[src/tw_odo_pkg.sv]
// tw_odo_pkg: shared types, codes and constants of the arc odometry block
// used by tw_odo_mdu and two_wheel_arc_odometry; depends on nothing
`default_nettype none

package tw_odo_pkg;

    // default fixed-point layout
    localparam int FRAC_BITS_DEF  = 16;
    localparam int COUNT_BITS_DEF = 32;

    // shared multiply / divide unit
    localparam int WIDE_W    = 64;
    localparam int MUL_DIGIT = 4;
    localparam int MUL_STEPS = WIDE_W / MUL_DIGIT;
    localparam int DIV_STEPS = WIDE_W;
    localparam int CNT_W     = $clog2(DIV_STEPS + 1);

    typedef logic signed [WIDE_W-1:0] t_wide;
    typedef logic        [WIDE_W-1:0] t_uwide;

    // operation codes of the unit
    typedef logic t_mdu_op;
    localparam t_mdu_op OP_MUL = 1'b0;
    localparam t_mdu_op OP_DIV = 1'b1;

    typedef struct packed {
        logic    start;
        t_mdu_op op;
        t_wide   a;
        t_wide   b;
    } t_mdu_req;

    typedef struct packed {
        logic  busy;
        logic  done;
        t_wide prod;
        t_wide quo;
        t_wide rem;
    } t_mdu_rsp;

    // request kinds
    localparam logic REQ_UPDATE = 1'b0;
    localparam logic REQ_SET    = 1'b1;

    // configuration register indexes
    localparam int CFG_IDX_W = 3;
    localparam int CFG_DATA_W = 25;
    localparam logic [CFG_IDX_W-1:0] CFG_ENABLE     = 3'd0;
    localparam logic [CFG_IDX_W-1:0] CFG_ST_TRAVEL  = 3'd1;
    localparam logic [CFG_IDX_W-1:0] CFG_FW_TRAVEL  = 3'd2;
    localparam logic [CFG_IDX_W-1:0] CFG_ST_OFFSET  = 3'd3;
    localparam logic [CFG_IDX_W-1:0] CFG_FW_OFFSET  = 3'd4;
    localparam logic [CFG_IDX_W-1:0] CFG_GYRO_GAIN  = 3'd5;
    localparam logic [16:0]          GYRO_GAIN_RST  = 17'd65536;

    // sine series constants, Q30, and the radian-to-degree factor, Q32
    localparam t_wide ONE_Q30     = 64'sd1073741824;
    localparam t_wide HALF_PI_Q30 = 64'sd1686629713;
    localparam t_wide RAD2DEG_Q32 = 64'sd246083499208;

    typedef struct packed {
        logic               req_type;
        logic signed [31:0] strafe_count;
        logic signed [31:0] forward_count;
        logic        [24:0] gyro_angle;
        logic signed [31:0] new_x;
        logic signed [31:0] new_y;
        logic        [24:0] set_heading;
        logic               write_x;
        logic               write_y;
        logic               write_heading;
    } t_in_word;

    typedef struct packed {
        logic signed [31:0] pose_x;
        logic signed [31:0] pose_y;
        logic        [24:0] pose_heading;
    } t_out_word;

endpackage

`default_nettype wire

[src/tw_odo_mdu.sv]
// tw_odo_mdu: shared digit-serial unit, signed multiply four bits a cycle
// and unsigned restoring divide one bit a cycle; depends on tw_odo_pkg
`default_nettype none

module tw_odo_mdu
    import tw_odo_pkg::*;
(
    input  wire logic     i_clk,
    input  wire logic     i_rst_n,
    input  wire t_mdu_req i_req,
    output t_mdu_rsp      o_rsp
);

    logic [CNT_W-1:0] r_cnt;
    logic             r_done;
    t_mdu_op          r_op;
    logic             r_neg;
    t_uwide           r_ma;
    t_uwide           r_mb;
    t_uwide           r_acc;
    t_wide            r_prod;
    t_uwide           r_q;
    t_uwide           r_d;
    t_uwide           r_rem;

    t_uwide           mag_a;
    t_uwide           mag_b;
    t_uwide           pp;
    t_uwide           n_acc;
    logic [WIDE_W:0]  shifted;
    logic [WIDE_W:0]  trial;

    // operand magnitudes and one step of each operation
    always_comb begin
        mag_a   = i_req.a[WIDE_W-1] ? t_uwide'(-i_req.a) : t_uwide'(i_req.a);
        mag_b   = i_req.b[WIDE_W-1] ? t_uwide'(-i_req.b) : t_uwide'(i_req.b);
        pp      = r_ma * r_mb[MUL_DIGIT-1:0];
        n_acc   = r_acc + pp;
        shifted = {r_rem, r_q[WIDE_W-1]};
        trial   = shifted - {1'b0, r_d};
    end

    // step counter and done pulse
    always_ff @(posedge i_clk) begin
        if (!i_rst_n) begin
            r_cnt  <= '0;
            r_done <= 1'b0;
        end else begin
            r_done <= 1'b0;
            if (i_req.start) begin
                r_cnt <= (i_req.op == OP_MUL) ? CNT_W'(MUL_STEPS) : CNT_W'(DIV_STEPS);
            end else if (r_cnt != '0) begin
                r_cnt <= r_cnt - 1'b1;
                if (r_cnt == CNT_W'(1)) begin
                    r_done <= 1'b1;
                end
            end
        end
    end

    // datapath
    always_ff @(posedge i_clk) begin
        if (i_req.start) begin
            r_op  <= i_req.op;
            r_neg <= i_req.a[WIDE_W-1] ^ i_req.b[WIDE_W-1];
            r_ma  <= mag_a;
            r_mb  <= mag_b;
            r_acc <= '0;
            r_q   <= t_uwide'(i_req.a);
            r_d   <= t_uwide'(i_req.b);
            r_rem <= '0;
        end else if (r_cnt != '0) begin
            if (r_op == OP_MUL) begin
                r_acc  <= n_acc;
                r_ma   <= r_ma << MUL_DIGIT;
                r_mb   <= r_mb >> MUL_DIGIT;
                r_prod <= r_neg ? -t_wide'(n_acc) : t_wide'(n_acc);
            end else if (!trial[WIDE_W]) begin
                r_rem <= trial[WIDE_W-1:0];
                r_q   <= {r_q[WIDE_W-2:0], 1'b1};
            end else begin
                r_rem <= shifted[WIDE_W-1:0];
                r_q   <= {r_q[WIDE_W-2:0], 1'b0};
            end
        end
    end

    assign o_rsp.busy = (r_cnt != '0);
    assign o_rsp.done = r_done;
    assign o_rsp.prod = r_prod;
    assign o_rsp.quo  = t_wide'(r_q);
    assign o_rsp.rem  = t_wide'(r_rem);

    // checks
    a_no_start_busy: assert property (@(posedge i_clk) disable iff (!i_rst_n)
        (r_cnt != '0) |-> !i_req.start)
        else $error("unit started while busy");

    a_done_after_last: assert property (@(posedge i_clk) disable iff (!i_rst_n)
        r_done |-> ($past(r_cnt) == CNT_W'(1)))
        else $error("done without a last step");

    a_rem_below_div: assert property (@(posedge i_clk) disable iff (!i_rst_n)
        (r_done && r_op == OP_DIV && r_d != '0) |-> (r_rem < r_d))
        else $error("remainder not below divisor");

endmodule

`default_nettype wire
[config.mk]
export PLATFORM = sky130hd
export DESIGN_NAME = tw_odo_mdu
export DESIGN_NICKNAME = d
export VERILOG_FILES = /design/src/tw_odo_pkg.sv /design/src/tw_odo_mdu.sv
export SDC_FILE = /design/constraint.sdc
export NUM_CORES = 1
export LEC_CHECK = 0
export BUFFER_PORTS_ARGS = -buffer_cell sky130_fd_sc_hd__buf_2
export CAP_MARGIN = 20
export CORE_MARGIN = 10
export CORE_UTILIZATION = 55
export CTS_CLUSTER_SIZE = 28
export DETAILED_ROUTE_END_ITERATION = 10
export GPL_TIMING_DRIVEN = 0
export PLACE_DENSITY = 0.78
export SYNTH_ARGS = -nofsm -noshare
export SYNTH_HDL_FRONTEND = slang
export SYNTH_SLANG_ARGS = --single-unit
export TNS_END_PERCENT = 50
[constraint.sdc]
create_clock -name i_clk -period 6.2 [get_ports i_clk]
set_input_delay 0 -clock i_clk [delete_from_list [all_inputs] [get_ports i_clk]]
set_output_delay 0 -clock i_clk [all_outputs]
set_load 0.1 [all_outputs]
== After elaboration in Yosys (flattened, before gate mapping) ==
Index checks and enable logic that the tools add are counted.
Word-level totals
  bits in registers: 458
  bits of input ports: 132
  logic and storage cells: 52
  output and inout port bits: 194
Operators by class
  add/subtract/negate cells: 6
  multipliers: 1
  reductions and logical operators: 9
  bitwise logic cells: 5
  multiplexer cells: 18
  eq/ne operators: 2
Operators with widths (count)
  64-bit 2-to-1 mux: 13
  64-bit negation: 3
  65-bit by 64-bit subtractor with 65-bit output: 1
  64-bit adder: 1
  64-bit by 4-bit multiplier with 64-bit output: 1
  7-bit 2-to-1 mux: 3
  2-bit AND reduction: 4
  7-bit by 1-bit equality test with 1-bit output (second input constant): 1
  7-bit nonzero test: 1
  7-bit by 1-bit subtractor with 7-bit output (second input constant): 1
  1-bit inverter: 4
  2-bit nonzero test: 2
  3-bit AND reduction: 1
  3-bit OR reduction: 1
  1-bit 2-to-1 mux: 2
  2-bit != test (second input constant): 1
  1-bit XOR: 1

== Depth between registers and ports, before layout ==
Gate-level depths: netlist (run 1).
  depth after elaboration: 5
  gate-level depth with buffers: 25
  depth with buffers taken out: 20

== Least setup slack after synthesis (run 1) ==
Ideal clock, no wire load.
  kind: reg2reg
  start: reg r_mb[2]
  end: reg r_prod[60], data pin
  data required time: 5.934 ns
  cell stages (with the launch flop): 23
  library setup time: 0.266 ns
  data arrival time: 6.357 ns
  clock period less this slack: 6.623 ns
  buffers on the path: 3
  slack: -0.423 ns
  cells stage by stage: edfxtp_1 > clkbuf_1 > clkbuf_1 > and2_1 > fa_1 > fa_1 > inv_1 > fa_1 > inv_1 > ha_1 > clkbuf_1 > nand2_1 > o31ai_1 > a21oi_1 > xnor2_1 > or2_1 > or4_1 > or2_0 > or4_1 > o41ai_2 > nand4_1 > o41ai_1 > xnor2_1
Between the ends
  cells in the longest elaborated chain, start to end: 4
RTL lines
  start, declared: RTL line tw_odo_mdu.sv:19  | t_uwide r_mb;
  start signal, assigned: RTL line tw_odo_mdu.sv:67  | r_mb <= mag_b;
  start signal, assigned: RTL line tw_odo_mdu.sv:76  | r_mb <= r_mb >> MUL_DIGIT;
  64-bit by 4-bit multiplier with 64-bit output (*): RTL line tw_odo_mdu.sv:37  | pp = r_ma * r_mb[MUL_DIGIT-1:0];
  64-bit adder (*): RTL line tw_odo_mdu.sv:38  | n_acc = r_acc + pp;
  64-bit negation: RTL line tw_odo_mdu.sv:77  | r_prod <= r_neg ? -t_wide'(n_acc) : t_wide'(n_acc);
  64-bit 2-to-1 mux (*): RTL line tw_odo_mdu.sv:77
  end signal, assigned: RTL line tw_odo_mdu.sv:77
  end, declared: RTL line tw_odo_mdu.sv:21  | t_wide r_prod;
Mark *: on every way between the ends. The rest lies on a longest branch, timed or not.
A chain may end at the register's enable or synchronous reset.

== Worst setup path in the final report (run 1) ==
  start: reg r_mb[3]
  end: reg r_prod[52], data pin
The elaborated chain is that of the path after synthesis.

==> results.ini, run 1 <==
[sta]
finalSetupViolCount=27
period_share_pct=105
holdWs_ps=40.1
grt_setup_unrepaired=true
max_clock_freq_mhz=154
period_needed_ps=6500
worst_pin_slew_ps=1090
worst_slack_ps=-303
hold_viol=0
slew_headroom_pct=27.4
skew_ps=45.0
maxSlewViolCount=0

[grt]
grt_max_degree=71
antenna_found_initial=10
grtUsageTotal_pct=31.0
grt_remaining_overflow=0
grt_pass1_wl_mm=182
grt_pass1_vias=31500

[clock_tree]
cts_sinks=458
cts_max_path_buffers=3
cts.clk_slew.worst_paths_ps=60
cts_tree=done
numCtsBuffers=52
cts_root_buffer=clkbuf_16
h-tree-depth=2
clkLatencyLatePin_ps=650

[critical_path]
r2r_start=r_mb[3]$_DFFE_PP_
worst_r2r_endpoint=r_prod[52]$_DFFE_PP_
r2r_slack_ps=-300
cp_slowest_cell=fa_1
endpoint=r_prod[52]$_DFFE_PP_
critical_path.cell_chain=buf_6, clkbuf_16, and2_4, fa_1, fa_1, inv_2, fa_1, inv_1, ha_1, buf_8, a21oi_4, buf_4, o21ai_2, o31ai_4, xnor2_2, or4_4, or2_1, or4_4, o41ai_4, buf_4, buf_6, buf_6, a21boi_2, xor2_1
max_stage_delay_ps=570
critPathArrivalTime_ps=6870
critPathRequiredTime_ps=6570
startpoint=r_mb[3]$_DFFE_PP_
criticalPathCategory=register to register
end_kind=register
worstPathMaxFanout=8
setup.worst_path.start_class=register
reg2reg_depth=24

[route]
drt-pass1-iter-count=6
wl_mm=121
remaining_drc_errors=0
via_per_inst=6.15
initialDrtViolationCount=3880
dr_total_vias=32700
antenna_left=0
drt-wirelength-per-cell_um=22.8

[synthesis]
synth_ff_type=edfxtp_1
synth-seq-cells=458
yosys_warnings=0
ys_seq_area_share_pct=35.3
netlist_instances=3819
ys_top_cells_by_area=edfxtp_1 28%, fa_1 10%, dfxtp_1 7.8%, ha_1 4.8%, a21oi_1 4.7%
synth_edf_count=322
syn_area_sq_mm=0.0351
postSynth.asyncResetShare_pct=0
avgSynthCellArea_sq_um=9.19
synth_top_area_share_pct=27.6
synth_cell_type_count=90
yosysTopAreaCell=edfxtp_1
syn-num-nets=4270

[floorplan]
rows=92
pin_count=326
die_h_um=273
die_w_um=273
dieArea_sq_mm=0.0743
start_util_pct=55.6
core_area_sq_mm=0.0631

[cells_and_area]
drive_above_1_share_pct=19.1
area_delta_synth_final_pct=23.8
nets=4866
n_fill_cell=4851

[flow_run]
drv_cap=0

[placed_design]
dp_slack_ps=-1840
gp_congestion=0.964
io_buffers=324
post-dp-hpwl_mm=88.7

[run_status]
violations=negative setup slack
status=complete, but fails checks

[worst_hold_path]
hold_path.class=primary input to register

==> layout by cell type (no fill, tap or decap), types with 51 or more instances in the layout <==
cell type	instances
buf_4	96
ha_1	108
o31ai_1	51
nand3_1	79
dfxtp_1	136
a21oi_1	300
nor2_1	252
buf_2	329
dlygate4sd3_1	130
and2_1	229
o21ai_0	133
clkbuf_16	59
xnor2_1	119
clkbuf_1	146
a21o_1	61
inv_1	324
nand2_1	364
mux2_2	65
xor2_1	169
edfxtp_1	322
fa_1	182
==> worst max-delay path, delay by kind of cell, from the launching register on <==
family | cells | cell delay [ps]
buffers and inverters | 9 | 1150
adder cells (fa/ha/maj) | 4 | 1880
AND/OR/NAND/NOR | 4 | 1410
AO/OA/AOI/OAI | 5 | 1190
flip-flops | 1 | 370
XOR/XNOR | 2 | 210
==> metrics by stage <==
| stage | util [%] | setup TNS [ps] | cells | area, sq um |
|---|---|---|---|---|
| 3_3_place_gp | 60.0 | -57090 | 4989 | 37900 |
| 2_1_floorplan | - | 0 | 3819 | 35200 |
| 6_report | 68.9 | -5500 | 5310 | 43500 |
| 3_5_place_dp | 60.2 | -61200 | 4995 | 38000 |
| 5_1_grt | 68.9 | -10110 | 5308 | 43500 |
| 4_1_cts | 67.3 | -1880 | 5264 | 42500 |
==> cells by family after synthesis <==
logic type	count (synthesis)	synth area share, %
fa+ha+maj	319	15.3
compound gates	875	15.7
buf+inv	532	5.73
xor+xnor	307	7.66
simple gates	1248	17.8
flops	458	35.3
mux	80	2.51
==> state kept, by name, indices dropped and copies added, names as in the netlist, 7 cells and up <==
signal  count
r_acc      64
r_cnt       7
r_d        64
r_ma       64
r_mb       64
r_prod     64
r_q        64
r_rem      64
==> cells in the mapped netlist (129+ instances only) <==
cell      number
a21oi_1      331
inv_1        330
dfxtp_1      136
nand2_1      374
o21ai_0      154
edfxtp_1     322
ha_1         136
xor2_1       178
and2_1       234
nor2_1       257
xnor2_1      129
fa_1         183
clkbuf_1     191
==> metal layers <==
layer	part of all wire, %	routed length [um]	vias to the layer above	GRT usage [%]
met5	0.064	77	-	0
met4	4.6	5630	12	13.0
met3	10	12700	343	7.64
met2	46	55600	1874	49.5
met1	39	47100	15900	39.8
li1	-	-	14500	-
==> worst min path at each step <==
stage / start / to / slack, ps / cells past startpoint
after floorplan: i_req[0] / r_d[0]$_DFFE_PP_ / 100 / 0
final: i_req[127] / r_ma[2]$_SDFFCE_PN0P_ / 40 / 4
after detailed placement: i_req[63] / r_d[63]$_DFFE_PP_ / 200 / 1
after global placement: i_req[63] / r_d[63]$_DFFE_PP_ / 190 / 1
after CTS: i_req[127] / r_ma[2]$_SDFFCE_PN0P_ / 20 / 4
after global routing: i_req[127] / r_ma[2]$_SDFFCE_PN0P_ / 80 / 4
==> area by class of cell <==
| cell class | count | area (sq um) | area share (%) |
|---|---|---|---|
| well taps | 846 | 1060 | 2.44 |
| multi-input cells | 2829 | 22100 | 50.9 |
| clock buffers | 71 | 1440 | 3.30 |
| diodes | 6 | 15.0 | 0.0345 |
| clock inverters | 26 | 355 | 0.818 |
| inverters | 330 | 1240 | 2.86 |
| plain buffers | 173 | 893 | 2.06 |
| repair buffers | 571 | 3960 | 9.11 |
| flip-flops and latches | 458 | 12400 | 28.5 |
==> timing repair <==
action,in CTS,in global routing
resized for setup,222,152
gates cloned,1,1
setup endpoints to repair,96,86
pin swaps,62,60
endpoints found under the hold margin,286,0
buffers inserted,65,46
hold buffers,130,0
Power of run 1 is not shown: default switching activity piles up to over one toggle a cycle in this logic, so the estimate is an artifact.
==> run 2, diff against run 1 <==
--- a/config.mk
+++ b/config.mk
@@ -7,7 +7,7 @@
 export LEC_CHECK = 0
 export BUFFER_PORTS_ARGS = -buffer_cell sky130_fd_sc_hd__buf_2
 export CAP_MARGIN = 20
-export CORE_MARGIN = 10
+export CORE_MARGIN = 3
 export CORE_UTILIZATION = 55
 export CTS_CLUSTER_SIZE = 28
 export DETAILED_ROUTE_END_ITERATION = 10
==> results.ini, run 2 (synthesis gave the netlist of run 1 again) <==
[run_status]
status=complete, but fails checks
violations=negative setup slack

[worst_hold_path]
hold_path.class=primary input to register
hp-start=i_req[127]

[route]
dr_total_vias=32600  ; -0.13%
drt-wirelength-per-cell_um=22.8  ; about the same
antenna_left=0  ; unchanged
via_per_inst=6.16  ; +0.13%
wl_mm=121  ; -0.17%
remaining_drc_errors=0  ; unchanged
initialDrtViolationCount=3803  ; -2.0%
drt-pass1-iter-count=8  ; +2

[sta]
worst_slack_ps=-391  ; -88.2 ps
period_share_pct=106  ; +1.4 points
hold_viol=0  ; unchanged
skew_ps=30.5  ; -14.5 ps
finalSetupViolCount=37  ; +37%
max_clock_freq_mhz=152  ; -1.3%
slew_headroom_pct=17.3  ; -10 points
maxSlewViolCount=0  ; unchanged
holdWs_ps=66.4  ; +26.3 ps
worst_pin_slew_ps=1240  ; +151 ps
period_needed_ps=6590  ; +88.2 ps
grt_setup_unrepaired=true

[critical_path]
worstPathMaxFanout=6  ; -2
max_stage_delay_ps=570  ; about the same
worst-path-buf-inv=7  ; -2
setup.worst_path.start_class=register
r2r_start=r_mb[1]$_DFFE_PP_
startpoint=r_mb[1]$_DFFE_PP_
end_kind=register
cp_slowest_cell=or4_4
critPathRequiredTime_ps=6560  ; about the same
path_delay_family=adder cells
criticalPathCategory=register to register
critical_path.cell_chain=clkbuf_16, clkbuf_16, and2_4, fa_1, fa_1, inv_1, fa_1, inv_2, ha_4, buf_8, nand4_1, o221ai_2, a21oi_4, buf_12, o21ai_4, a21oi_2, xor2_2, or4b_4, or4_4, buf_6, nor2_4, nand4_1, o21ai_1, xor2_1
cpMostUsedCell=fa_1
critPathArrivalTime_ps=6950  ; +80 ps

[floorplan]
core_area_sq_mm=0.0624  ; -1.1%
die_w_um=259  ; -5.1%
pin_count=326  ; unchanged
start_util_pct=56.2  ; +0.61 points
dieArea_sq_mm=0.0669  ; -10%
die_h_um=259  ; -5.1%
rows=91  ; -1.1%

[clock_tree]
cts.clk_slew.worst_paths_ps=60  ; about the same
h-tree-depth=2  ; unchanged
cts_max_path_buffers=3  ; unchanged
cts_sinks=458  ; unchanged
clkLatencyLatePin_ps=640  ; about the same
cts_root_buffer=clkbuf_16
numCtsBuffers=53  ; +1.9%
cts_tree=done

[flow_run]
drv_cap=0  ; unchanged

[cells_and_area]
area_delta_synth_final_pct=24.3
final_common_cell=nand2_1
nets=4860  ; -0.12%
drive_above_1_share_pct=19.7  ; +0.63 points
final_cell_mix=359 x nand2_1, 326 x buf_2, 325 x inv_1
n_fill_cell=4595  ; -5.3%

[placed_design]
gp_congestion=1.01  ; +4.4%
post-dp-hpwl_mm=87.4  ; -1.5%
io_buffers=324  ; unchanged

[grt]
antenna_found_initial=6  ; -4
grtUsageTotal_pct=34.8  ; +3.8 points
grt_max_degree=65  ; -8.5%
grt_pass1_vias=31600  ; +0.43%
grt_remaining_overflow=0  ; unchanged
grt_pass1_wl_mm=181  ; -0.25%

## run 2: worst reg2reg max path, delay by kind of cell (launching register included)
kind,cells,cell delay [ps]
buffers and inverters,7,910
AO/OA/AOI/OAI,5,1070
adder cells (fa/ha/maj),4,1790
flip-flops,1,450
AND/OR/NAND/NOR,6,1780
XOR/XNOR,2,330
## run 2: cell type report
| cell class | instances | area, sq um | area share [%] |
|---|---|---|---|
| diodes | 6 | 15.0 | 0.0344 |
| well taps | 837 | 1050 | 2.40 |
| flip-flops and latches | 458 | 12400 | 28.4 |
| clock buffers | 63 | 1390 | 3.20 |
| multi-input cells | 2829 | 22300 | 51.0 |
| inverters | 330 | 1240 | 2.85 |
| clock inverters | 36 | 433 | 0.992 |
| repair buffers | 570 | 4000 | 9.17 |
| plain buffers | 167 | 837 | 1.92 |
## run 2: per-layer routing
layer  share of wire (%)  vias up  global-route usage (%)
li1                    -    14500                       -
met1                  39    15600                    46.4
met2                  44     2045                    53.5
met3                  11      460                    7.44
met4                 6.1        0                    18.0
met5                   0        -                       0
## run 2: path summary, 6_finish.rpt
check,to,slack (ps),cells past startpoint
worst max register to register,r_prod[54]$_DFFE_PP_,-390,24
worst max-delay path,r_prod[54]$_DFFE_PP_,-390,24
worst min register to register,r_acc[46]$_SDFFE_PP0P_,450,2
worst min-delay path,r_ma[2]$_SDFFCE_PN0P_,70,4
## run 2: per-stage QoR
stage | std cells | setup TNS, ps | setup slack [ps] | cell area (sq um) | util [%]
after floorplan | 3819 | 0 | 8.61 | 35200 | -
after global placement | 4980 | -75780 | -2090 | 37800 | 60.6
after detailed placement | 4988 | -68810 | -2030 | 38000 | 60.9
after CTS | 5248 | -1810 | -214 | 42800 | 68.5
after global routing | 5296 | -10790 | -458 | 43600 | 69.9
final | 5296 | -7050 | -391 | 43600 | 69.9
## run 2: what timing repair did
item	CTS	global route
setup buffers	59	49
gates cloned	2	0
gates resized for setup	271	132
pin swaps	60	91
hold buffers	130	0
setup endpoints to repair	75	93
endpoints found under the hold margin	282	0
Power of run 2 is left out for the same reason.
